**src/rtl/core/wildcard_byte_pattern_scanner_unit_defines.svh**
```systemverilog
// assertion macros for the wildcard byte pattern scanner
// used by the top level; no other dependencies
`ifndef WILDCARD_BYTE_PATTERN_SCANNER_UNIT_DEFINES_SVH
`define WILDCARD_BYTE_PATTERN_SCANNER_UNIT_DEFINES_SVH

`ifndef SYNTH

// same-cycle implication, sampled on clk, off during reset
`define WBPS_ASSERT_IMP(name, ante, cons) \
	name: assert property (@(posedge clk) disable iff (!arst_n) (ante) |-> (cons)) \
		else $error("wbps assertion failed");

// next-cycle implication, sampled on clk, off during reset
`define WBPS_ASSERT_NXT(name, ante, cons) \
	name: assert property (@(posedge clk) disable iff (!arst_n) (ante) |=> (cons)) \
		else $error("wbps assertion failed");

`else

`define WBPS_ASSERT_IMP(name, ante, cons)
`define WBPS_ASSERT_NXT(name, ante, cons)

`endif

`endif

```
**src/rtl/core/wbps_pkg.sv**
```systemverilog
// shared types and constants of the wildcard byte pattern scanner
// no dependencies
package wbps_pkg;

	// item operations
	localparam logic [1:0] OP_LOAD  = 2'd0;
	localparam logic [1:0] OP_SCAN  = 2'd1;
	localparam logic [1:0] OP_CLEAR = 2'd2;

	// configuration register indexes
	localparam logic [1:0] REG_PATTERN_LENGTH = 2'd0;
	localparam logic [1:0] REG_MAX_MISMATCHES = 2'd1;
	localparam logic [1:0] REG_MATCH_LIMIT    = 2'd2;

	// register reset values
	localparam logic [6:0] LENGTH_RESET = 7'd1;
	localparam logic [6:0] MAX_MIS_RESET = 7'd0;
	localparam logic [7:0] LIMIT_RESET  = 8'd20;

	// width of the reported start position
	localparam int POS_OUT_W = 32;

	// broadcast control to every cell of the chain
	typedef struct packed {
		logic       shift;
		logic       rotate;
		logic       load;
		logic       capture;
		logic [7:0] load_byte;
		logic       load_wild;
	} cell_ctrl_t;

	// sideband that travels with a scan or new-scan item down the pipeline
	typedef struct packed {
		logic                 clear;
		logic                 check;
		logic                 last;
		logic [POS_OUT_W-1:0] start;
	} side_t;

endpackage

```
**src/rtl/core/wbps_cell.sv**
```systemverilog
// one cell of the scanner chain: a window byte, a pattern element and its mismatch flag
// depends on wbps_pkg
module wbps_cell import wbps_pkg::*; (
	input  logic       clk,
	input  cell_ctrl_t ctrl,
	input  logic       load_sel,
	input  logic       active,
	input  logic [7:0] data_in,
	input  logic [7:0] pat_in,
	input  logic       wild_in,
	output logic [7:0] data_q,
	output logic [7:0] pat_q,
	output logic       wild_q,
	output logic       miss_q
);

	// window byte moves one cell up on every scan byte
	always_ff @(posedge clk) begin
		if (ctrl.shift) begin
			data_q <= data_in;
		end
	end

	// pattern element rotates around the ring or takes a load
	always_ff @(posedge clk) begin
		if (ctrl.rotate) begin
			pat_q  <= pat_in;
			wild_q <= wild_in;
		end else if (ctrl.load && load_sel) begin
			pat_q  <= ctrl.load_byte;
			wild_q <= ctrl.load_wild;
		end
	end

	// per-cell compare, registered
	always_ff @(posedge clk) begin
		if (ctrl.capture) begin
			miss_q <= active && !wild_q && (data_q != pat_q);
		end
	end

endmodule

```
**src/rtl/core/wbps_miss_sum.sv**
```systemverilog
// two-stage registered count of the mismatch flags of all cells
// depends on wbps_pkg
module wbps_miss_sum import wbps_pkg::*; #(
	parameter int CELLS = 64
) (
	input  logic                         clk,
	input  logic [CELLS-1:0]             miss,
	input  logic                         en_s2,
	input  logic                         en_s3,
	output logic [$clog2(CELLS+1)-1:0]   total_s3
);

	localparam int CW = $clog2(CELLS + 1);
	localparam int NG = (CELLS + 7) / 8;

	logic [NG*8-1:0] miss_pad;
	logic [3:0]      grp_d  [NG];
	logic [3:0]      grp_s2 [NG];
	logic [CW-1:0]   total_d;

	assign miss_pad = (NG*8)'(miss);

	// popcount of each group of eight cells
	always_comb begin
		for (int g = 0; g < NG; g++) begin
			grp_d[g] = '0;
			for (int b = 0; b < 8; b++) begin
				grp_d[g] = grp_d[g] + 4'(miss_pad[g*8 + b]);
			end
		end
	end

	always_ff @(posedge clk) begin
		if (en_s2) begin
			grp_s2 <= grp_d;
		end
	end

	// sum of the group counts
	always_comb begin
		total_d = '0;
		for (int g = 0; g < NG; g++) begin
			total_d = total_d + CW'(grp_s2[g]);
		end
	end

	always_ff @(posedge clk) begin
		if (en_s3) begin
			total_s3 <= total_d;
		end
	end

endmodule

```
**src/rtl/core/wildcard_byte_pattern_scanner_unit.sv**
```systemverilog
// top level of the wildcard byte pattern scanner: control, cell chain and result register
// depends on wbps_pkg, wbps_cell, wbps_miss_sum and the assertion macro header
//
// Usage:
//   Input channel (in_valid / in_stall) carries one item per transfer: op 0 loads a
//   pattern element, op 1 scans one data byte, op 2 starts a new scan. Output channel
//   (out_valid / out_stall) carries at most one result per scan byte: a match, a done
//   marker for a byte flagged last_byte, or both in one result.
//   Configuration (cfg_valid / cfg_ready, cfg_index, cfg_data) writes pattern_length,
//   max_mismatches and match_limit; cfg_ready is always high.
//   Throughput: one item per cycle while in_stall is low. Each scan byte shifts the
//   window one cell up the chain; every cell compares its byte against its own
//   pattern element in parallel. A result passes the window shift, cell compare,
//   group count, total count and decision registers before it shows on out_valid.
//   After a write of pattern_length the pattern ring rotates one cell per cycle to
//   line up with the new length; in_stall is high while it rotates.
//   Reset clears the registers to their reset values and empties the pipeline;
//   pattern contents are not cleared and no clearing pass is run.
//   When the receiver stalls, the result register holds; the pipeline keeps taking
//   items until its stages are full, then in_stall rises.
`include "wildcard_byte_pattern_scanner_unit_defines.svh"

module wildcard_byte_pattern_scanner_unit import wbps_pkg::*; #(
	parameter int PATTERN_MAX   = 64,
	parameter int POSITION_BITS = 32
) (
	input  logic        clk,
	input  logic        arst_n,
	// configuration writes
	input  logic        cfg_valid,
	output logic        cfg_ready,
	input  logic [1:0]  cfg_index,
	input  logic [7:0]  cfg_data,
	// input items
	input  logic        in_valid,
	output logic        in_stall,
	input  logic [1:0]  op,
	input  logic [5:0]  element_index,
	input  logic [7:0]  byte_value,
	input  logic        wildcard_req,
	input  logic        last_byte,
	// results
	output logic        out_valid,
	input  logic        out_stall,
	output logic        match_found,
	output logic [31:0] match_position,
	output logic [6:0]  mismatches,
	output logic [7:0]  match_number,
	output logic        scan_done
);

	localparam int LW = $clog2(PATTERN_MAX + 1);
	localparam int IW = (PATTERN_MAX > 1) ? $clog2(PATTERN_MAX) : 1;
	localparam int CW = $clog2(PATTERN_MAX + 1);

	// configuration registers
	logic [6:0] length_q;
	logic [6:0] max_mis_q;
	logic [7:0] limit_q;

	// scan state
	logic [IW-1:0]            off_q;
	logic [LW-1:0]            fill_q;
	logic [POSITION_BITS-1:0] pos_q;
	logic [7:0]               match_count_q;

	// pipeline control
	logic  valid_s0, valid_s1, valid_s2, valid_s3, out_valid_q;
	side_t side_s0, side_s1, side_s2, side_s3;
	logic  adv0, adv1, adv2, adv3;

	// decode and derived values
	logic [LW-1:0]            len_eff;
	logic [IW-1:0]            off_target;
	logic                     rotating;
	logic                     in_acc, scan_acc, clear_acc, load_acc;
	logic                     idx_ok;
	logic [IW-1:0]            idx_n;
	logic [IW:0]              wdiff;
	logic [IW-1:0]            wpos;
	logic [LW-1:0]            fill_inc;
	logic                     check_d;
	logic [POSITION_BITS-1:0] start_full;
	side_t                    side_d;

	// chain wiring
	cell_ctrl_t             ctrl;
	logic [7:0]             data_w [PATTERN_MAX];
	logic [7:0]             pat_w  [PATTERN_MAX];
	logic                   wild_w [PATTERN_MAX];
	logic [PATTERN_MAX-1:0] miss_vec;
	logic [CW-1:0]          total_s3;

	// decision
	logic found3, emit3, out_free;

	assign cfg_ready = 1'b1;

	// configuration register writes
	always_ff @(posedge clk or negedge arst_n) begin
		if (!arst_n) begin
			length_q  <= LENGTH_RESET;
			max_mis_q <= MAX_MIS_RESET;
			limit_q   <= LIMIT_RESET;
		end else if (cfg_valid && cfg_ready) begin
			case (cfg_index)
				REG_PATTERN_LENGTH: length_q  <= cfg_data[6:0];
				REG_MAX_MISMATCHES: max_mis_q <= cfg_data[6:0];
				REG_MATCH_LIMIT:    limit_q   <= cfg_data;
				default: ;
			endcase
		end
	end

	// effective length and ring alignment target
	always_comb begin
		if (int'(length_q) > PATTERN_MAX) begin
			len_eff = LW'(PATTERN_MAX);
		end else begin
			len_eff = LW'(length_q);
		end
		if (len_eff == '0) begin
			off_target = IW'(PATTERN_MAX - 1);
		end else begin
			off_target = IW'(len_eff - LW'(1));
		end
	end

	assign rotating = (off_q != off_target);

	// ring offset steps up once per cycle until it lines up
	always_ff @(posedge clk or negedge arst_n) begin
		if (!arst_n) begin
			off_q <= '0;
		end else if (rotating) begin
			if (off_q == IW'(PATTERN_MAX - 1)) begin
				off_q <= '0;
			end else begin
				off_q <= off_q + IW'(1);
			end
		end
	end

	// input handshake and item decode
	assign in_stall  = rotating || (valid_s0 && !adv0);
	assign in_acc    = in_valid && !in_stall;
	assign scan_acc  = in_acc && (op == OP_SCAN);
	assign clear_acc = in_acc && (op == OP_CLEAR);
	assign load_acc  = in_acc && (op == OP_LOAD);

	// ring position of a loaded element
	always_comb begin
		idx_ok = int'(element_index) < PATTERN_MAX;
		idx_n  = IW'(element_index);
		wdiff  = {1'b0, off_q} - {1'b0, idx_n};
		if (wdiff[IW]) begin
			wpos = IW'(wdiff + (IW+1)'(PATTERN_MAX));
		end else begin
			wpos = IW'(wdiff);
		end
	end

	// window fill, match check and start offset for a scan byte
	always_comb begin
		if (fill_q == LW'(PATTERN_MAX)) begin
			fill_inc = fill_q;
		end else begin
			fill_inc = fill_q + LW'(1);
		end
		check_d      = (len_eff != '0) && (fill_inc >= len_eff);
		start_full   = pos_q - POSITION_BITS'(len_eff) + POSITION_BITS'(1);
		side_d.clear = clear_acc;
		side_d.check = scan_acc && check_d;
		side_d.last  = scan_acc && last_byte;
		side_d.start = POS_OUT_W'(start_full);
	end

	// scan counters
	always_ff @(posedge clk or negedge arst_n) begin
		if (!arst_n) begin
			fill_q <= '0;
			pos_q  <= '0;
		end else if (clear_acc) begin
			fill_q <= '0;
			pos_q  <= '0;
		end else if (scan_acc) begin
			fill_q <= fill_inc;
			pos_q  <= pos_q + POSITION_BITS'(1);
		end
	end

	// stage advance, bubbles collapse
	assign out_free = !out_valid_q || !out_stall;
	assign adv3 = valid_s3 && (emit3 ? out_free : 1'b1);
	assign adv2 = valid_s2 && (!valid_s3 || adv3);
	assign adv1 = valid_s1 && (!valid_s2 || adv2);
	assign adv0 = valid_s0 && (!valid_s1 || adv1);

	// stage valid bits
	always_ff @(posedge clk or negedge arst_n) begin
		if (!arst_n) begin
			valid_s0 <= 1'b0;
			valid_s1 <= 1'b0;
			valid_s2 <= 1'b0;
			valid_s3 <= 1'b0;
		end else begin
			if (scan_acc || clear_acc) begin
				valid_s0 <= 1'b1;
			end else if (adv0) begin
				valid_s0 <= 1'b0;
			end
			if (adv0) begin
				valid_s1 <= 1'b1;
			end else if (adv1) begin
				valid_s1 <= 1'b0;
			end
			if (adv1) begin
				valid_s2 <= 1'b1;
			end else if (adv2) begin
				valid_s2 <= 1'b0;
			end
			if (adv2) begin
				valid_s3 <= 1'b1;
			end else if (adv3) begin
				valid_s3 <= 1'b0;
			end
		end
	end

	// sideband registers
	always_ff @(posedge clk) begin
		if (scan_acc || clear_acc) begin
			side_s0 <= side_d;
		end
		if (adv0) begin
			side_s1 <= side_s0;
		end
		if (adv1) begin
			side_s2 <= side_s1;
		end
		if (adv2) begin
			side_s3 <= side_s2;
		end
	end

	// cell chain control
	always_comb begin
		ctrl.shift     = scan_acc;
		ctrl.rotate    = rotating;
		ctrl.load      = load_acc && idx_ok;
		ctrl.capture   = adv0;
		ctrl.load_byte = byte_value;
		ctrl.load_wild = wildcard_req;
	end

	// row of cells: window bytes move up, pattern ring wraps from the top cell to cell 0
	for (genvar k = 0; k < PATTERN_MAX; k++) begin : g_cell
		localparam int PREV = (k == 0) ? PATTERN_MAX - 1 : k - 1;
		logic [7:0] data_in;
		logic       sel;
		logic       active;

		assign data_in = (k == 0) ? byte_value : data_w[PREV];
		assign sel     = (wpos == IW'(k));
		assign active  = int'(len_eff) > k;

		wbps_cell u_cell (
			.clk      (clk),
			.ctrl     (ctrl),
			.load_sel (sel),
			.active   (active),
			.data_in  (data_in),
			.pat_in   (pat_w[PREV]),
			.wild_in  (wild_w[PREV]),
			.data_q   (data_w[k]),
			.pat_q    (pat_w[k]),
			.wild_q   (wild_w[k]),
			.miss_q   (miss_vec[k])
		);
	end

	// mismatch count over all cells
	wbps_miss_sum #(
		.CELLS (PATTERN_MAX)
	) u_sum (
		.clk      (clk),
		.miss     (miss_vec),
		.en_s2    (adv1),
		.en_s3    (adv2),
		.total_s3 (total_s3)
	);

	// match decision
	assign found3 = !side_s3.clear && side_s3.check
		&& (int'(total_s3) <= int'(max_mis_q))
		&& (match_count_q < limit_q);
	assign emit3 = !side_s3.clear && (found3 || side_s3.last);

	// running match count, cleared in order by a new-scan item
	always_ff @(posedge clk or negedge arst_n) begin
		if (!arst_n) begin
			match_count_q <= '0;
		end else if (adv3) begin
			if (side_s3.clear) begin
				match_count_q <= '0;
			end else if (found3) begin
				match_count_q <= match_count_q + 8'd1;
			end
		end
	end

	// result register
	always_ff @(posedge clk or negedge arst_n) begin
		if (!arst_n) begin
			out_valid_q <= 1'b0;
		end else if (adv3 && emit3) begin
			out_valid_q <= 1'b1;
		end else if (!out_stall) begin
			out_valid_q <= 1'b0;
		end
	end

	always_ff @(posedge clk) begin
		if (adv3 && emit3) begin
			match_found    <= found3;
			match_position <= found3 ? side_s3.start : '0;
			mismatches     <= found3 ? 7'(total_s3) : '0;
			match_number   <= found3 ? match_count_q + 8'd1 : match_count_q;
			scan_done      <= side_s3.last;
		end
	end

	assign out_valid = out_valid_q;

	// checks
	`WBPS_ASSERT_NXT(a_s0_hold, valid_s0 && !adv0, valid_s0 && $stable(side_s0))
	`WBPS_ASSERT_IMP(a_match_number, out_valid && match_found, match_number != 8'd0)
	`WBPS_ASSERT_NXT(a_clear_count, valid_s3 && side_s3.clear && adv3, match_count_q == 8'd0)
	`WBPS_ASSERT_NXT(a_scan_enters, scan_acc, valid_s0 && !side_s0.clear)

endmodule
```
**config.mk**
```make
export PLATFORM = sky130hd
export DESIGN_NAME = wildcard_byte_pattern_scanner_unit
export DESIGN_NICKNAME = d
export VERILOG_FILES = /design/src/rtl/core/wbps_pkg.sv /design/src/rtl/core/wbps_cell.sv /design/src/rtl/core/wbps_miss_sum.sv /design/src/rtl/core/wildcard_byte_pattern_scanner_unit.sv
export VERILOG_INCLUDE_DIRS = /design/src /design/src/rtl/core
export SDC_FILE = /design/constraint.sdc
export NUM_CORES = 2
export LEC_CHECK = 0
export BUFFER_PORTS_ARGS = -buffer_cell sky130_fd_sc_hd__buf_2
export CORE_MARGIN = 8
export CORE_UTILIZATION = 35
export DETAILED_ROUTE_END_ITERATION = 7
export PLACE_DENSITY = 0.46
export SLEW_MARGIN = 20
export SYNTH_ARGS = -nofsm -noshare
export SYNTH_HDL_FRONTEND = slang
export SYNTH_SLANG_ARGS = --single-unit
```
**constraint.sdc**
```tcl
create_clock -name clk -period 10.9 [get_ports clk]
set_clock_uncertainty 0.15 [all_clocks]
set_input_delay 2.18 -clock clk [delete_from_list [all_inputs] [get_ports clk]]
set_output_delay 2.18 -clock clk [all_outputs]
set_load 0.005 [all_outputs]
```
==> results.txt <==
DRT iter0 DRCs: 2638
Worst slew pin tran: 1.134 ns
Fmax: 150.2 MHz
DRC Markers: 0
Status: complete, no violations
Core area: 180200 um^2
Post-synth ARST share: 0.05479
Clock transition at path regs: 0.06 ns
Crit start category: flop
Gr ovfl total: 0
Final min period: 6.657 ns
Hold/Removal Path Class: reg -> reg
Post-Place Setup Slack: 4.567 ns
Unrepaired setup endpoints after global routing: false
CP required: 8.57 ns
Post-Syn Area per Cell: 15.32 um^2
Die area: 194500 um^2
Critical setup path kind: reg -> out
GRT Total Usage: 0.1637
Post-Route Setup TNS: 0 ns
Crit path launch: length_q[5]
First-pass GRT wire length: 239100 um
Power, Total: 17.53 mW
R2R Path End: side_s0[29]
Gp weighted congestion: 0.8197
Distinct cells, synth: 73
Pre-Repair DR Iteration Count: 5
Cts hold-fix bufs: 0
Count of cells resized by post-cts repair: 0
NumNets Final: 4515
Final worst slack: 4.243 ns
Post-DRT Antenna Nets: 0
Post-synth net total: 4347
Wire per inst: 23.60 um
Worst Hold Margin: 0.2598 ns
Top routing layer in use: met4
Postcts setup bufs: 0
Vert. Die Dim: 441.1 um
Rel. slew slack: 0.2373
Flops & latches, synth: 1460
Leakage: 29.19 nW
Clock Latency Late Sink: 0.81 ns
Clk buf depth: 3
Root Driver: clkbuf_16
Final Cycle Share: 0.6107
Cell count after synthesis: 4127
Synthesized area: 63230 um^2
Clock Sinks: 1460
Vias per inst: 5.002
# port buffers: 83
Worst setup path end: in_stall
Maximum net fanout on the critical path: 26
Register area share after synthesis: 0.6871
Final instance area: 71580 um^2
CP Capture Type: primary output
Die boundary width: 441.1 um
Final wirelength: 160400 um
Reg2reg start: length_q[3]
Placed cell area: 66330 um^2
Initial antenna violation count: 6
Non-Filler Instances: 6796
Max Slew Vio Count: 0
Max rail drop VDD: 0.1321 mV
Final Hold Fails: 0
R2r setup slk: 5.41 ns
Largest net degree at the start of global routing: 213
Max cap viols: 0
H-tree Lvls: 4
Num ports: 85
Critical Path AT: 4.33 ns
M1 WL: 75700 um
Layout overhead on the synthesized area: 13.20%
Post-synth EDFFs: 1380
DR vias: 33995
Initial Util: 0.3510
Ratio of cells with drive above 1 in the final layout: 0.1070
P per Cell Area: 244.9 nW/um^2
FP Rows: 156
Top_reg_cell synth: edfxtp_1
FF-to-FF path depth: 12
TritonCTS clock tree: done
Num CTS Buffers: 165
Placed Cells: 6496
Total number of yosys warnings: 0
Core Util, Final: 0.3973
Post-DP HPWL: 107800 um
Met2 Wirelength: 73850 um
Met3 Routed Length: 6767 um
Final setup viols: 0
Vias in the first global route: 35417
## cells in the final DEF, fill, tap and decap left out, types with 12 or more instances in the layout
cell type,instances
nand2_1,79
nor3_1,42
nand4_1,64
clkbuf_16,167
nor2_1,57
inv_1,200
buf_2,82
xnor2_1,261
buf_4,94
clkinv_2,22
nand3_1,22
o21ai_0,100
nor2b_1,17
a311oi_1,12
a211oi_1,42
and2_1,48
fa_1,53
a22o_1,12
a31oi_1,19
clkbuf_1,33
mux2_2,24
a21o_1,612
ha_1,134
clkinv_1,33
a21oi_1,104
dfrtp_1,77
xor2_1,324
edfxtp_1,1380
o22ai_1,22
nor4_1,81
and3_1,23
## worst min path at each step
stage,startpoint,endpoint,slack (ns),depth (start not counted)
6_report,side_s2[4],side_s3[4],0.26,0
2_1_floorplan,side_s0[0],side_s1[0],0.25,0
4_1_cts,side_s2[29],side_s3[29],0.26,0
3_3_place_gp,side_s0[9],side_s1[9],0.25,0
5_1_grt,side_s2[29],side_s3[29],0.26,0
3_5_place_dp,side_s0[5],side_s1[5],0.25,0
## logic make-up after synthesis
family                     Yosys count  share of synthesized area
adders and majority gates          187                    0.04329
buffers and inverters              382                    0.03033
and+or+nand+nor                    489                    0.04244
other                                1                 0.00005930
muxes                               25                   0.004432
DFF                               1460                     0.6871
AOI/OAI and AO/OA                  998                     0.1114
xor gates and xnor gates           585                    0.08103
## where the power goes
| group | leakage [nW] | internal (mW) | switching, mW |
|---|---|---|---|
| logic | 12.0 | 1.63 | 1.82 |
| clock network | 2.51 | 3.07 | 2.29 |
| registers | 14.7 | 7.82 | 0.893 |
| total | 29.2 | 12.5 | 5.01 |
## synth_stat cells (all sizes together) (6+ instances only)
cell | count | area (um^2)
nor2 | 58 | 220.2
nor4 | 84 | 531.8
a21o | 612 | 4594
nand2b | 9 | 56.30
xor2 | 324 | 2838
a31oi | 20 | 125.1
a211oi | 42 | 315.3
or3 | 6 | 37.54
edfxtp | 1380 | 41440
a22o | 12 | 105.1
a21oi | 105 | 525.5
o21a | 7 | 52.55
nand2 | 79 | 296.5
ha | 134 | 1677
nor3 | 45 | 230.2
o21bai | 10 | 75.07
buf | 129 | 968.4
and2 | 57 | 356.6
o22ai | 22 | 137.6
o21ai | 103 | 515.5
nor2b | 19 | 121.4
xnor2 | 261 | 2286
a311oi | 16 | 165.2
o32ai | 7 | 61.31
inv | 201 | 754.5
o31ai | 7 | 52.55
and3 | 23 | 143.9
dfrtp | 77 | 1927
fa | 53 | 1061
or2 | 7 | 43.79
clkbuf | 52 | 195.2
mux2 | 24 | 270.3
nand4 | 64 | 400.4
nand3 | 22 | 110.1
## cell type report
class | instances | area [um^2]
fillers | 16728 | 108600
flip-flops and latches | 1460 | 43450
multi-input cells | 2285 | 17960
clock buffers | 201 | 4317
well taps | 2370 | 2965
repair buffers | 182 | 1251
clock inverters | 92 | 868.3
inverters | 201 | 762.0
diodes | 5 | 12.51
## worst max-delay path, cell delays in order, from the launching register on
cell      delay, ns
dfrtp_1        0.68
nor2_1         0.84
and3_1         0.41
o21bai_1       0.17
xor2_1         0.17
nor3_4         0.80
nand2_1        0.25
buf_2          0.21
## flip-flops by register name (all words and copies together) (netlist names), 6 cells and up
register and count:
g_cell.u_cell.miss_q 64, g_cell.u_cell.data_q 512, match_number 8, match_count_q 8
fill_q 7, off_q 6, mismatches 7, side_s3 35
max_mis_q 7, u_sum.total_s3 7, side_s1 35, g_cell.u_cell.pat_q 512
pos_q 32, length_q 7, side_s2 35, limit_q 8
g_cell.u_cell.wild_q 64, side_s0 35, match_position 32, u_sum.grp_s2 32
## routing by layer
layer	track usage	vias to the layer above
met2	0.2602	673
li1	-	15743
met5	0	-
met1	0.2325	17384
met4	0.04728	0
met3	0.02569	195
Power figures use the tool's default switching activity.
